[config.mk]
export PLATFORM = sky130hd
export DESIGN_NAME = pdvm_qmul
export DESIGN_NICKNAME = d
export VERILOG_FILES = /design/src/rtl/pdvm_pkg.sv /design/src/rtl/pdvm_qmul.sv
export SDC_FILE = /design/constraint.sdc
export NUM_CORES = 2
export LEC_CHECK = 0
export BUFFER_PORTS_ARGS = -buffer_cell sky130_fd_sc_hd__buf_2
export CORE_ASPECT_RATIO = 0.6
export CORE_UTILIZATION = 61
export CTS_BUF_LIST = sky130_fd_sc_hd__clkbuf_2 sky130_fd_sc_hd__clkbuf_4 sky130_fd_sc_hd__clkbuf_8
export DETAILED_ROUTE_END_ITERATION = 10
export GPL_ROUTABILITY_DRIVEN = 0
export PLACE_DENSITY = 0.85
export SLEW_MARGIN = 20
export SYNTH_ARGS = -nofsm -noshare
export SYNTH_HDL_FRONTEND = slang
export SYNTH_SLANG_ARGS = --single-unit
[constraint.sdc]
create_clock -name clk -period 7.6 [get_ports clk]
set_input_delay 0 -clock clk [delete_from_list [all_inputs] [get_ports clk]]
set_output_delay 0 -clock clk [all_outputs]
set_load 0.02 [all_outputs]
[src/rtl/pdvm_pkg.sv]
// Shared types, constants and helpers for the perspective divide / viewport map.
// No dependencies; every other file in rtl/ refers to this package by scoped names.
package pdvm_pkg;

  localparam int DIV_STEPS_PER_STAGE = 4;
  localparam int DIV_STAGES          = 8;   // 32 quotient bits after the fixed first step

  localparam int CFG_IDX_W  = 3;
  localparam int CFG_DATA_W = 16;

  localparam logic [CFG_IDX_W-1:0] REG_LEFT    = 3'd0;
  localparam logic [CFG_IDX_W-1:0] REG_BOTTOM  = 3'd1;
  localparam logic [CFG_IDX_W-1:0] REG_SPAN_X  = 3'd2;
  localparam logic [CFG_IDX_W-1:0] REG_SPAN_Y  = 3'd3;
  localparam logic [CFG_IDX_W-1:0] REG_TEX_ON  = 3'd4;

  localparam logic signed [31:0] S32_MAX = 32'sh7fffffff;
  localparam logic signed [31:0] S32_MIN = 32'sh80000000;
  localparam logic signed [33:0] Q_ONE   = 34'sh10000;

  typedef struct packed {
    logic signed [31:0] x;
    logic signed [31:0] y;
    logic signed [31:0] z;
    logic signed [31:0] s;
    logic signed [31:0] t;
    logic signed [31:0] r;
    logic signed [31:0] q;
  } side_t;

  typedef struct packed {
    logic        valid;
    logic        neg;
    logic        wz;
    logic        one;
    logic [31:0] d;
    logic [31:0] rem;
    logic [31:0] quo;
    side_t       side;
  } div_t;

  function automatic logic signed [31:0] sat32(input logic signed [63:0] v);
    logic signed [31:0] res;
    if (v > 64'(S32_MAX))      res = S32_MAX;
    else if (v < 64'(S32_MIN)) res = S32_MIN;
    else                       res = v[31:0];
    return res;
  endfunction

endpackage

[src/rtl/pdvm_qmul.sv]
// Q16.16 multiply: exact product, floor by 2^16, saturate. Two register stages.
// Depends on pdvm_pkg (sat32).
module pdvm_qmul (
  input  logic               clk,
  input  logic               en,
  input  logic signed [31:0] a,
  input  logic signed [31:0] b,
  output logic signed [31:0] res
);

  logic signed [63:0] prod_r;
  logic signed [31:0] res_r;

  always_ff @(posedge clk) begin
    if (en) begin
      prod_r <= 64'(a) * 64'(b);
      res_r  <= pdvm_pkg::sat32(prod_r >>> 16);
    end
  end

  assign res = res_r;

endmodule

==> run_results.csv <==
group,metric,value,unit
timing,rsz0062_at_grt,"no",
timing,fin_skew,0.00866,ns
floorplanning,die_outline_height,197,um
synth,synth_xor_area_frac,0.0134,
routing,post_drt_wl_per_cell,22.6,um
floorplanning,core,62600,sq um
routing,via_count,28100,
synth,synth_edf_count,80,
synth,synthAdderAreaFrac,0.618,
cts,clock_latency_on_the_worst_skew_pair,0.35,ns
worst_setup_path,cp_num_buf_inv,4,
cts,tritoncts,"yes",
cts,cts_hold_repair.buffers,0,
worst_setup_path,path_cells,"buf_2 > and2_1 > fa_1 > fa_1 > inv_1 > fa_1 > fa_1 > inv_1 > fa_1 > fa_1 > fa_1 > fa_1 > ha_1 > a21oi_1 > o211ai_1 > a21oi_1 > o22ai_1 > o21ba_2 > o31ai_1 > buf_4 > a211oi_2 > o221ai_1 > xor2_1",
synth,async_reset_ff_frac,0,
worst_setup_path,crit_path_top_delay_cell,"sky130_fd_sc_hd__fa_1",
cts,cts_max_path_buffers,2,
routing,postRouteAntennaNets,0,
timing,relSlewSlack,0.345,
worst_setup_path,startpoint_type,"input pin",
timing,finalWorstSetupSlack,0.162,ns
final_layout,finish.cell_count_without_fillers,4874,
synth,synthFlopType,"sky130_fd_sc_hd__edfxtp_1",
synth,syn-mean-instance-area,9.71,sq um
placed_design,placedCellCount,4855,
synth,post_synth_mux_area_share,0.000518,
timing,timing_worst_slew_pin_value,0.983,ns
final_layout,areaGrowthSynthToFinish,5.63,%
timing,achievable-frequency,134,MHz
cts,numCtsBuffers,9,
placed_design,dp.final_hpwl,92800,um
timing,slew_violations,0,
worst_setup_path,worstSetupEndpointType,"flop",
routing,avgViaCountPerCell,5.77,
worst_setup_path,critPathTopFamily,"adder cells",
cts,cts_sinks,80,
routing,drtPass1Iterations,8,
routing,wl,110000,um
grt,first_pass_grt_wire_length,172000,um
cts,htreeDepth,3,
grt,global_route.overflow_total,0,
outcome,run_status,"complete, no violations",
synth,yosys_register_bits,80,
worst_setup_path,reg2reg_slack,5.93,ns
synth,netlist_area_pre_place,38600,sq um
synth,postSynthCellCount,3979,
floorplanning,start_util,0.617,
worst_setup_path,arrival,7.54,ns
grt,grt_antenna_before_repair,6,
floorplanning,io_pins,98,
placed_design,place_ws,-0.0525,ns
routing,drc,0,
final_layout,number_of_fillers_in_the_final_layout,4606,
min_path,kind_of_path_behind_the_tightest_hold_check,"in2reg",
floorplanning,die_width,327,um
flow_run,cap_violations,0,
grt,grt_start_max_net_pins,81,
floorplanning,die_area,64400,sq um
worst_setup_path,setup.worst_path.class,"in2reg",
synth,synth.distinct_cells,61,
grt,groute.usage.overall,0.355,
final_layout,fraction_of_final_layout_cells_with_drive_strength_greater_than_1,0.0680,
synth,synth-compound-area-share,0.0386,
synth,synth_seq_area_share,0.0622,
worst_setup_path,critical-path-max-stage-delay,0.62,ns
synth,yosys_warnings,0,
final_layout,final_net_count,5354,
synth,synth_top_family_by_area,"adder cells",
cts,cts_root_buf,"sky130_fd_sc_hd__clkbuf_8",
routing,detailedRoute.firstIterationViolations,3668,
timing,finalHoldViolations,0,
cts,clkSlewWorstSetupHoldPaths,0.08,ns
worst_setup_path,crit_required,7.70,ns
grt,via_count_of_the_first_global_routing_pass,30100,
timing,final_min_period_over_clock_period,0.979,
placed_design,buffer_ports.inserted,97,
timing,setup_viol,0,
timing,time_the_worst_path_needs_with_i_o_delays_and_setup,7.44,ns
floorplanning,floorplan.rows,71,
worst_setup_path,critical_path.most_common_cell,"sky130_fd_sc_hd__fa_1",
synth,synthesis.nets,5306,
synth,synth_simple_gate_area_share,0.151,
worst_setup_path,worstPathMaxFanout,27,
[cell usage after synthesis, types with 22 or more instances]
cell                       count  area, sq um
sky130_fd_sc_hd__a21o_1       51          383
sky130_fd_sc_hd__a21oi_1      70          350
sky130_fd_sc_hd__and2_1      513         3210
sky130_fd_sc_hd__clkbuf_1    204          766
sky130_fd_sc_hd__edfxtp_1     80         2400
sky130_fd_sc_hd__fa_1       1081        21600
sky130_fd_sc_hd__ha_1        180         2250
sky130_fd_sc_hd__inv_1       977         3670
sky130_fd_sc_hd__nand2_1     525         1970
sky130_fd_sc_hd__nor2_1       50          188
sky130_fd_sc_hd__o21ai_0      30          150
sky130_fd_sc_hd__xnor2_1      37          324
sky130_fd_sc_hd__xor2_1       22          193
[worst paths after layout]
check,from,end,depth (start not counted)
hold reg to reg,prod_r[29]$_DFFE_PP_,res[13]$_SDFFCE_PN1P_,1
setup / recovery,a[21],prod_r[51]$_DFFE_PP_,23
setup reg to reg,prod_r[51]$_DFFE_PP_,res[6]$_SDFFCE_PN1P_,4
hold / removal,en,res[2]$_SDFFCE_PN1P_,1
[state kept, by name (all words and copies together), names as in the netlist]
name	flops
res	32
prod_r	48
[what timing repair did]
item | in CTS | in global routing
resized for setup | 0 | 4
buffers inserted | 0 | 0
setup endpoints to repair | 0 | 2
[logic make-up after synthesis]
logic type,Yosys count
adders and majority gates,1261
buffers and inverters,1188
and+or+nand+nor,1166
AOI/OAI and AO/OA,223
DFF,80
xor gates and xnor gates,59
muxes,2
[per-layer routing]
layer | share of wire | global-route usage | vias up
met5 | 0.00058 | 0.00600 | -
met1 | 0.40 | 0.513 | 14200
met4 | 0.024 | 0.0746 | 4
li1 | - | - | 11500
met2 | 0.38 | 0.464 | 2183
met3 | 0.20 | 0.198 | 239
[metrics by stage]
stage	util	area (sq um)	setup TNS, ns	hold WS, ns
2_1_floorplan	-	38600	0	0.112
3_3_place_gp	0.648	40600	0	0.447
3_5_place_dp	0.648	40600	-0.112	0.444
4_1_cts	0.651	40800	0	0.352
5_1_grt	0.652	40800	0	0.366
6_report	0.652	40800	0	0.338
[final cells by class]
type	count	area, sq um	area share
Multi-Input combinational cell	2711	31800	0.779
Timing Repair Buffer	248	1720	0.0421
Sequential cell	80	2400	0.0589
Inverter	977	3670	0.0898
Clock buffer	9	124	0.00303
Tap cell	839	1050	0.0257
Clock inverter	7	70.1	0.00172
Antenna cell	3	7.51	0.000184
[layout by cell type, fill, tap and decap left out, types with 50 or more instances in the layout]
master                     instances
sky130_fd_sc_hd__a21o_1           51
sky130_fd_sc_hd__a21oi_1          70
sky130_fd_sc_hd__and2_1          513
sky130_fd_sc_hd__buf_2            93
sky130_fd_sc_hd__buf_4           145
sky130_fd_sc_hd__edfxtp_1         80
sky130_fd_sc_hd__fa_1           1081
sky130_fd_sc_hd__ha_1            180
sky130_fd_sc_hd__inv_1           977
sky130_fd_sc_hd__nand2_1         525
sky130_fd_sc_hd__nor2_1           50
Power is not shown: default switching activity piles up to over one toggle a cycle in this logic, so the estimate is an artifact.
