===== config.mk =====
export PLATFORM = sky130hd
export DESIGN_NAME = pdvm_recip
export DESIGN_NICKNAME = d
export VERILOG_FILES = /design/src/rtl/pdvm_pkg.sv /design/src/rtl/pdvm_div_stage.sv /design/src/rtl/pdvm_recip.sv
export SDC_FILE = /design/constraint.sdc
export NUM_CORES = 2
export LEC_CHECK = 0
export BUFFER_PORTS_ARGS = -buffer_cell sky130_fd_sc_hd__buf_2
export CAP_MARGIN = 20
export CORE_MARGIN = 5
export CORE_UTILIZATION = 30
export DETAILED_ROUTE_END_ITERATION = 10
export PLACE_DENSITY_LB_ADDON = 0.08
export SYNTH_ARGS = -nofsm -noshare
export SYNTH_HDL_FRONTEND = slang
export SYNTH_SLANG_ARGS = --single-unit

===== constraint.sdc =====
create_clock -name clk -period 83.9 [get_ports clk]
set_input_delay 16.78 -clock clk [delete_from_list [all_inputs] [get_ports clk]]
set_output_delay 16.78 -clock clk [all_outputs]
set_load 0.02 [all_outputs]

===== src/rtl/pdvm_pkg.sv =====
// Shared types, constants and helpers for the perspective divide / viewport map.
// No dependencies; every other file in rtl/ refers to this package by scoped names.
package pdvm_pkg;

  localparam int DIV_STEPS_PER_STAGE = 4;
  localparam int DIV_STAGES          = 8;   // 32 quotient bits after the fixed first step

  localparam int CFG_IDX_W  = 3;
  localparam int CFG_DATA_W = 16;

  localparam logic [CFG_IDX_W-1:0] REG_LEFT    = 3'd0;
  localparam logic [CFG_IDX_W-1:0] REG_BOTTOM  = 3'd1;
  localparam logic [CFG_IDX_W-1:0] REG_SPAN_X  = 3'd2;
  localparam logic [CFG_IDX_W-1:0] REG_SPAN_Y  = 3'd3;
  localparam logic [CFG_IDX_W-1:0] REG_TEX_ON  = 3'd4;

  localparam logic signed [31:0] S32_MAX = 32'sh7fffffff;
  localparam logic signed [31:0] S32_MIN = 32'sh80000000;
  localparam logic signed [33:0] Q_ONE   = 34'sh10000;

  typedef struct packed {
    logic signed [31:0] x;
    logic signed [31:0] y;
    logic signed [31:0] z;
    logic signed [31:0] s;
    logic signed [31:0] t;
    logic signed [31:0] r;
    logic signed [31:0] q;
  } side_t;

  typedef struct packed {
    logic        valid;
    logic        neg;
    logic        wz;
    logic        one;
    logic [31:0] d;
    logic [31:0] rem;
    logic [31:0] quo;
    side_t       side;
  } div_t;

  function automatic logic signed [31:0] sat32(input logic signed [63:0] v);
    logic signed [31:0] res;
    if (v > 64'(S32_MAX))      res = S32_MAX;
    else if (v < 64'(S32_MIN)) res = S32_MIN;
    else                       res = v[31:0];
    return res;
  endfunction

endpackage


===== src/rtl/pdvm_div_stage.sv =====
// One registered stage of the restoring reciprocal divider: DIV_STEPS_PER_STAGE quotient bits.
// Depends on pdvm_pkg (div_t, DIV_STEPS_PER_STAGE).
module pdvm_div_stage (
  input  logic           clk,
  input  logic           rst_n,
  input  logic           en,
  input  pdvm_pkg::div_t st_i,
  output pdvm_pkg::div_t st_o
);

  pdvm_pkg::div_t st_r, st_nxt;

  always_comb begin
    logic [32:0] rem2;
    st_nxt = st_i;
    for (int k = 0; k < pdvm_pkg::DIV_STEPS_PER_STAGE; k++) begin
      rem2 = {st_nxt.rem, 1'b0};
      if (rem2 >= {1'b0, st_nxt.d}) begin
        rem2       = rem2 - {1'b0, st_nxt.d};
        st_nxt.quo = {st_nxt.quo[30:0], 1'b1};
      end else begin
        st_nxt.quo = {st_nxt.quo[30:0], 1'b0};
      end
      st_nxt.rem = rem2[31:0];
    end
  end

  always_ff @(posedge clk) begin
    if (!rst_n) begin
      st_r.valid <= 1'b0;
    end else if (en) begin
      st_r <= st_nxt;
    end
  end

  assign st_o = st_r;

endmodule


===== src/rtl/pdvm_recip.sv =====
// Pipelined reciprocal of clip w in Q16.16 (2^32 / w, saturated), carrying the vertex along.
// Depends on pdvm_pkg and pdvm_div_stage. Registers: setup, the DIV_STAGES divider stages, saturation.
module pdvm_recip (
  input  logic                clk,
  input  logic                rst_n,
  input  logic                en,
  input  logic                in_valid,
  input  logic signed [31:0]  clip_w,
  input  pdvm_pkg::side_t     side_i,
  output logic                valid_o,
  output logic signed [31:0]  inv_o,
  output logic                wz_o,
  output pdvm_pkg::side_t     side_o
);

  pdvm_pkg::div_t chain [pdvm_pkg::DIV_STAGES+1];
  pdvm_pkg::div_t setup_nxt;

  // First quotient step is fixed for |w| >= 2: remainder 1, quotient bit 0.
  always_comb begin
    setup_nxt.valid = in_valid;
    setup_nxt.neg   = clip_w[31];
    setup_nxt.d     = clip_w[31] ? 32'(-clip_w) : clip_w;
    setup_nxt.wz    = (clip_w == 32'sd0);
    setup_nxt.one   = (setup_nxt.d == 32'd1);
    setup_nxt.rem   = 32'd1;
    setup_nxt.quo   = 32'd0;
    setup_nxt.side  = side_i;
  end

  always_ff @(posedge clk) begin
    if (!rst_n) begin
      chain[0].valid <= 1'b0;
    end else if (en) begin
      chain[0] <= setup_nxt;
    end
  end

  for (genvar g = 0; g < pdvm_pkg::DIV_STAGES; g++) begin : g_div
    pdvm_div_stage u_stage (
      .clk  (clk),
      .rst_n(rst_n),
      .en   (en),
      .st_i (chain[g]),
      .st_o (chain[g+1])
    );
  end

  logic               valid_r;
  logic signed [31:0] inv_r, inv_nxt;
  logic               wz_r;
  pdvm_pkg::side_t    side_r;

  always_comb begin
    pdvm_pkg::div_t f;
    f = chain[pdvm_pkg::DIV_STAGES];
    if (f.neg) begin
      inv_nxt = f.one ? pdvm_pkg::S32_MIN : -$signed(f.quo);
    end else if (f.wz || f.one || f.quo[31]) begin
      inv_nxt = pdvm_pkg::S32_MAX;
    end else begin
      inv_nxt = $signed(f.quo);
    end
  end

  always_ff @(posedge clk) begin
    if (!rst_n) begin
      valid_r <= 1'b0;
    end else if (en) begin
      valid_r <= chain[pdvm_pkg::DIV_STAGES].valid;
      inv_r   <= inv_nxt;
      wz_r    <= chain[pdvm_pkg::DIV_STAGES].wz;
      side_r  <= chain[pdvm_pkg::DIV_STAGES].side;
    end
  end

  assign valid_o = valid_r;
  assign inv_o   = inv_r;
  assign wz_o    = wz_r;
  assign side_o  = side_r;

endmodule


==> metrics <==
Core Area=490400 sq um; Crit. End Element=flip-flop; routability cong.=0.8754; Tightest Hold Check Type=flip-flop to flip-flop; relative slew slack=14.17%; final setup TNS=0 ps; crit path DAT=23780 ps; clock skew=around 85 ps; Starting DRT DRC Count=7568; # port buffers=517; RSZ-0062 raised after global routing=no; Row Count=257; first-pass GRT wire length=between 500 and 600 mm; outcome=finished clean; Filler cells=47730; Seq cells post-synth=2934; final setup violating endpoints=0; antenna viol nets, final=0; commonest cells in the netlist=edfxtp_1, ha_1, a21oi_1, nor2_1, nand2_1; Tmin final=between 20000 and 25000 ps; clk slew on worst S/H paths=60 ps; Worst Path Required=84450 ps; CTS Sinks=2934; crit share post-route=27.68%; Avg WL per Cell=21.18 um; top-area cell type share of the netlist area=59.41%; synth-to-layout area growth=14.38%; vias in the first global route=91870; Chip Height=711.9 um; vias per cell=4.940; # resized after CTS=0; Routed WL=401.5 mm; Fmax=0.04306 GHz; Layout Nets=13460; drt first pass iters=6; Crit Path Category=input port to flip-flop; via count=93660; io pins=518; post-synthesis sequential area ratio=59.55%; fraction of layout cells with a size suffix above 1=13.68%; Clock Path Buffers=4; Syn Area/Cell=12.86 sq um; post-DP HPWL=around 300 mm; Post-synth EDFFs=2924; Yosys top cell by area=edfxtp_1; max_cap viols=0; chip width=711.9 um; Synth Instances=11490; Synth warnings=0; Sequential Area=around 88000 sq um; Initial Util=30.14%; DRC viols=0; CTS buffer count=331; worst-margin pin slew=roughly 1300 ps; top_reg_cell synth=edfxtp_1; top-count cell post-synth=edfxtp_1; CTS tree=yes; worst skew pair latency=950 ps; gr usage total=15.16%; Area contributors post-synth=edfxtp_1, ha_1, mux2_2; Post-Synthesis Net Count=12730; setup bufs post-CTS=0; Worst R2R Setup Slack=66340 ps; Final Hold Fails=0; H-tree depth=5; GRT overflow=0; hold buffers post-CTS=0; clk root buf=clkbuf_16; distinct cell type count after synthesis=100; asr flop ratio synth=0%; largest net degree at the start of global routing=around 180; Mapped Area=147800 sq um; Die Footprint=506800 sq um; Final Slew Violations=0; CP Max Fanout=176; area occupied by multi-input gates=56900 sq um; initial antenna violation count=30; type of origin of the critical path=input port
## cells in the final DEF, fill, tap and decap left out, types with 42 or more instances in the layout
cell type | Yosys | final
buf_2 | 40 | 517
or3_1 | 55 | 55
nor4_1 | 64 | 63
a221o_1 | 42 | 42
o31ai_1 | 63 | 63
nor2b_1 | 131 | 130
xnor2_1 | 593 | 593
and2_1 | 77 | 75
inv_1 | 534 | 534
ha_1 | 973 | 973
nor2_1 | 700 | 698
o21a_1 | 157 | 157
nand3_1 | 183 | 183
buf_4 | 9 | 90
a31oi_1 | 88 | 87
nand2b_1 | 128 | 128
nand2_1 | 619 | 618
clkinv_2 | 0 | 47
o21ai_0 | 589 | 589
a21o_1 | 445 | 445
clkbuf_16 | 0 | 336
mux2_2 | 492 | 492
edfxtp_1 | 2924 | 2924
clkbuf_1 | 139 | 75
o21bai_1 | 143 | 143
clkinv_1 | 2 | 69
nand4_1 | 134 | 134
a211oi_1 | 91 | 91
a21oi_1 | 920 | 920
xor2_1 | 242 | 242
nor3_1 | 173 | 171
and3_1 | 76 | 76
## logic make-up after synthesis
| family | after synthesis | synth area share [%] |
|---|---|---|
| fa+ha+maj | 980 | 8.333 |
| simple gates | 2473 | 8.074 |
| flops | 2934 | 59.55 |
| mux | 560 | 4.304 |
| xor+xnor | 835 | 4.949 |
| compound gates | 2947 | 12.76 |
| buf+inv | 764 | 2.029 |
## flip-flops by register name (all words and copies together), names as in the netlist
signal / flops
wz_o: 1
chain: 260
inv_o: 32
valid_o: 1
g_div.u_stage.st_o: 2416
side_o: 224
## worst max-delay path, cell delays in order
cell	delay, ps
buf_2	270
and2_4	390
buf_4	490
buf_4	580
buf_4	670
buf_4	800
buf_12	640
buf_4	820
buf_4	850
buf_4	930
## layer usage
layer  GRT usage, %  wire [um]  up-vias
li1               -          -    45270
met5              0         63        -
met3          2.177      17640      543
met2          25.62     192400     1972
met4          4.117      11310       10
met1          20.29     180100    45870
## worst paths after layout
kind | to | cells past startpoint | from
worst max-delay path | g_div[1].u_stage.st_o[23] | 10 | en
worst min register to register | g_div[4].u_stage.st_o[94] | 0 | g_div[3].u_stage.st_o[94]
worst max register to register | g_div[2].u_stage.st_o[287] | 51 | g_div[1].u_stage.st_o[289]
worst min-delay path | g_div[4].u_stage.st_o[94] | 0 | g_div[3].u_stage.st_o[94]
## area by class of cell
cell class	count	share of cell area [%]
Tap cell	6475	4.793
Multi-Input combinational cell	7795	33.66
Timing Repair Buffer	616	2.027
Clock inverter	177	1.100
Inverter	544	1.208
Clock buffer	411	5.140
Antenna cell	7	0.01036
Sequential cell	2934	52.06
## metrics by stage
step	setup WS [ps]	utilization [%]	std cells	hold slack (ps)	area (sq um)
floorplan	30540	-	11490	400.3	147800
global placement	59060	32.30	18360	400.3	158400
detailed placement	58800	32.30	18360	404.5	158400
CTS	59880	34.45	18950	341.5	168900
global route	60110	34.47	18950	341.6	169000
finish	60680	34.47	18960	351.8	169000
Power is not shown: default switching activity piles up to over one toggle a cycle in this logic, so the estimate is an artifact.
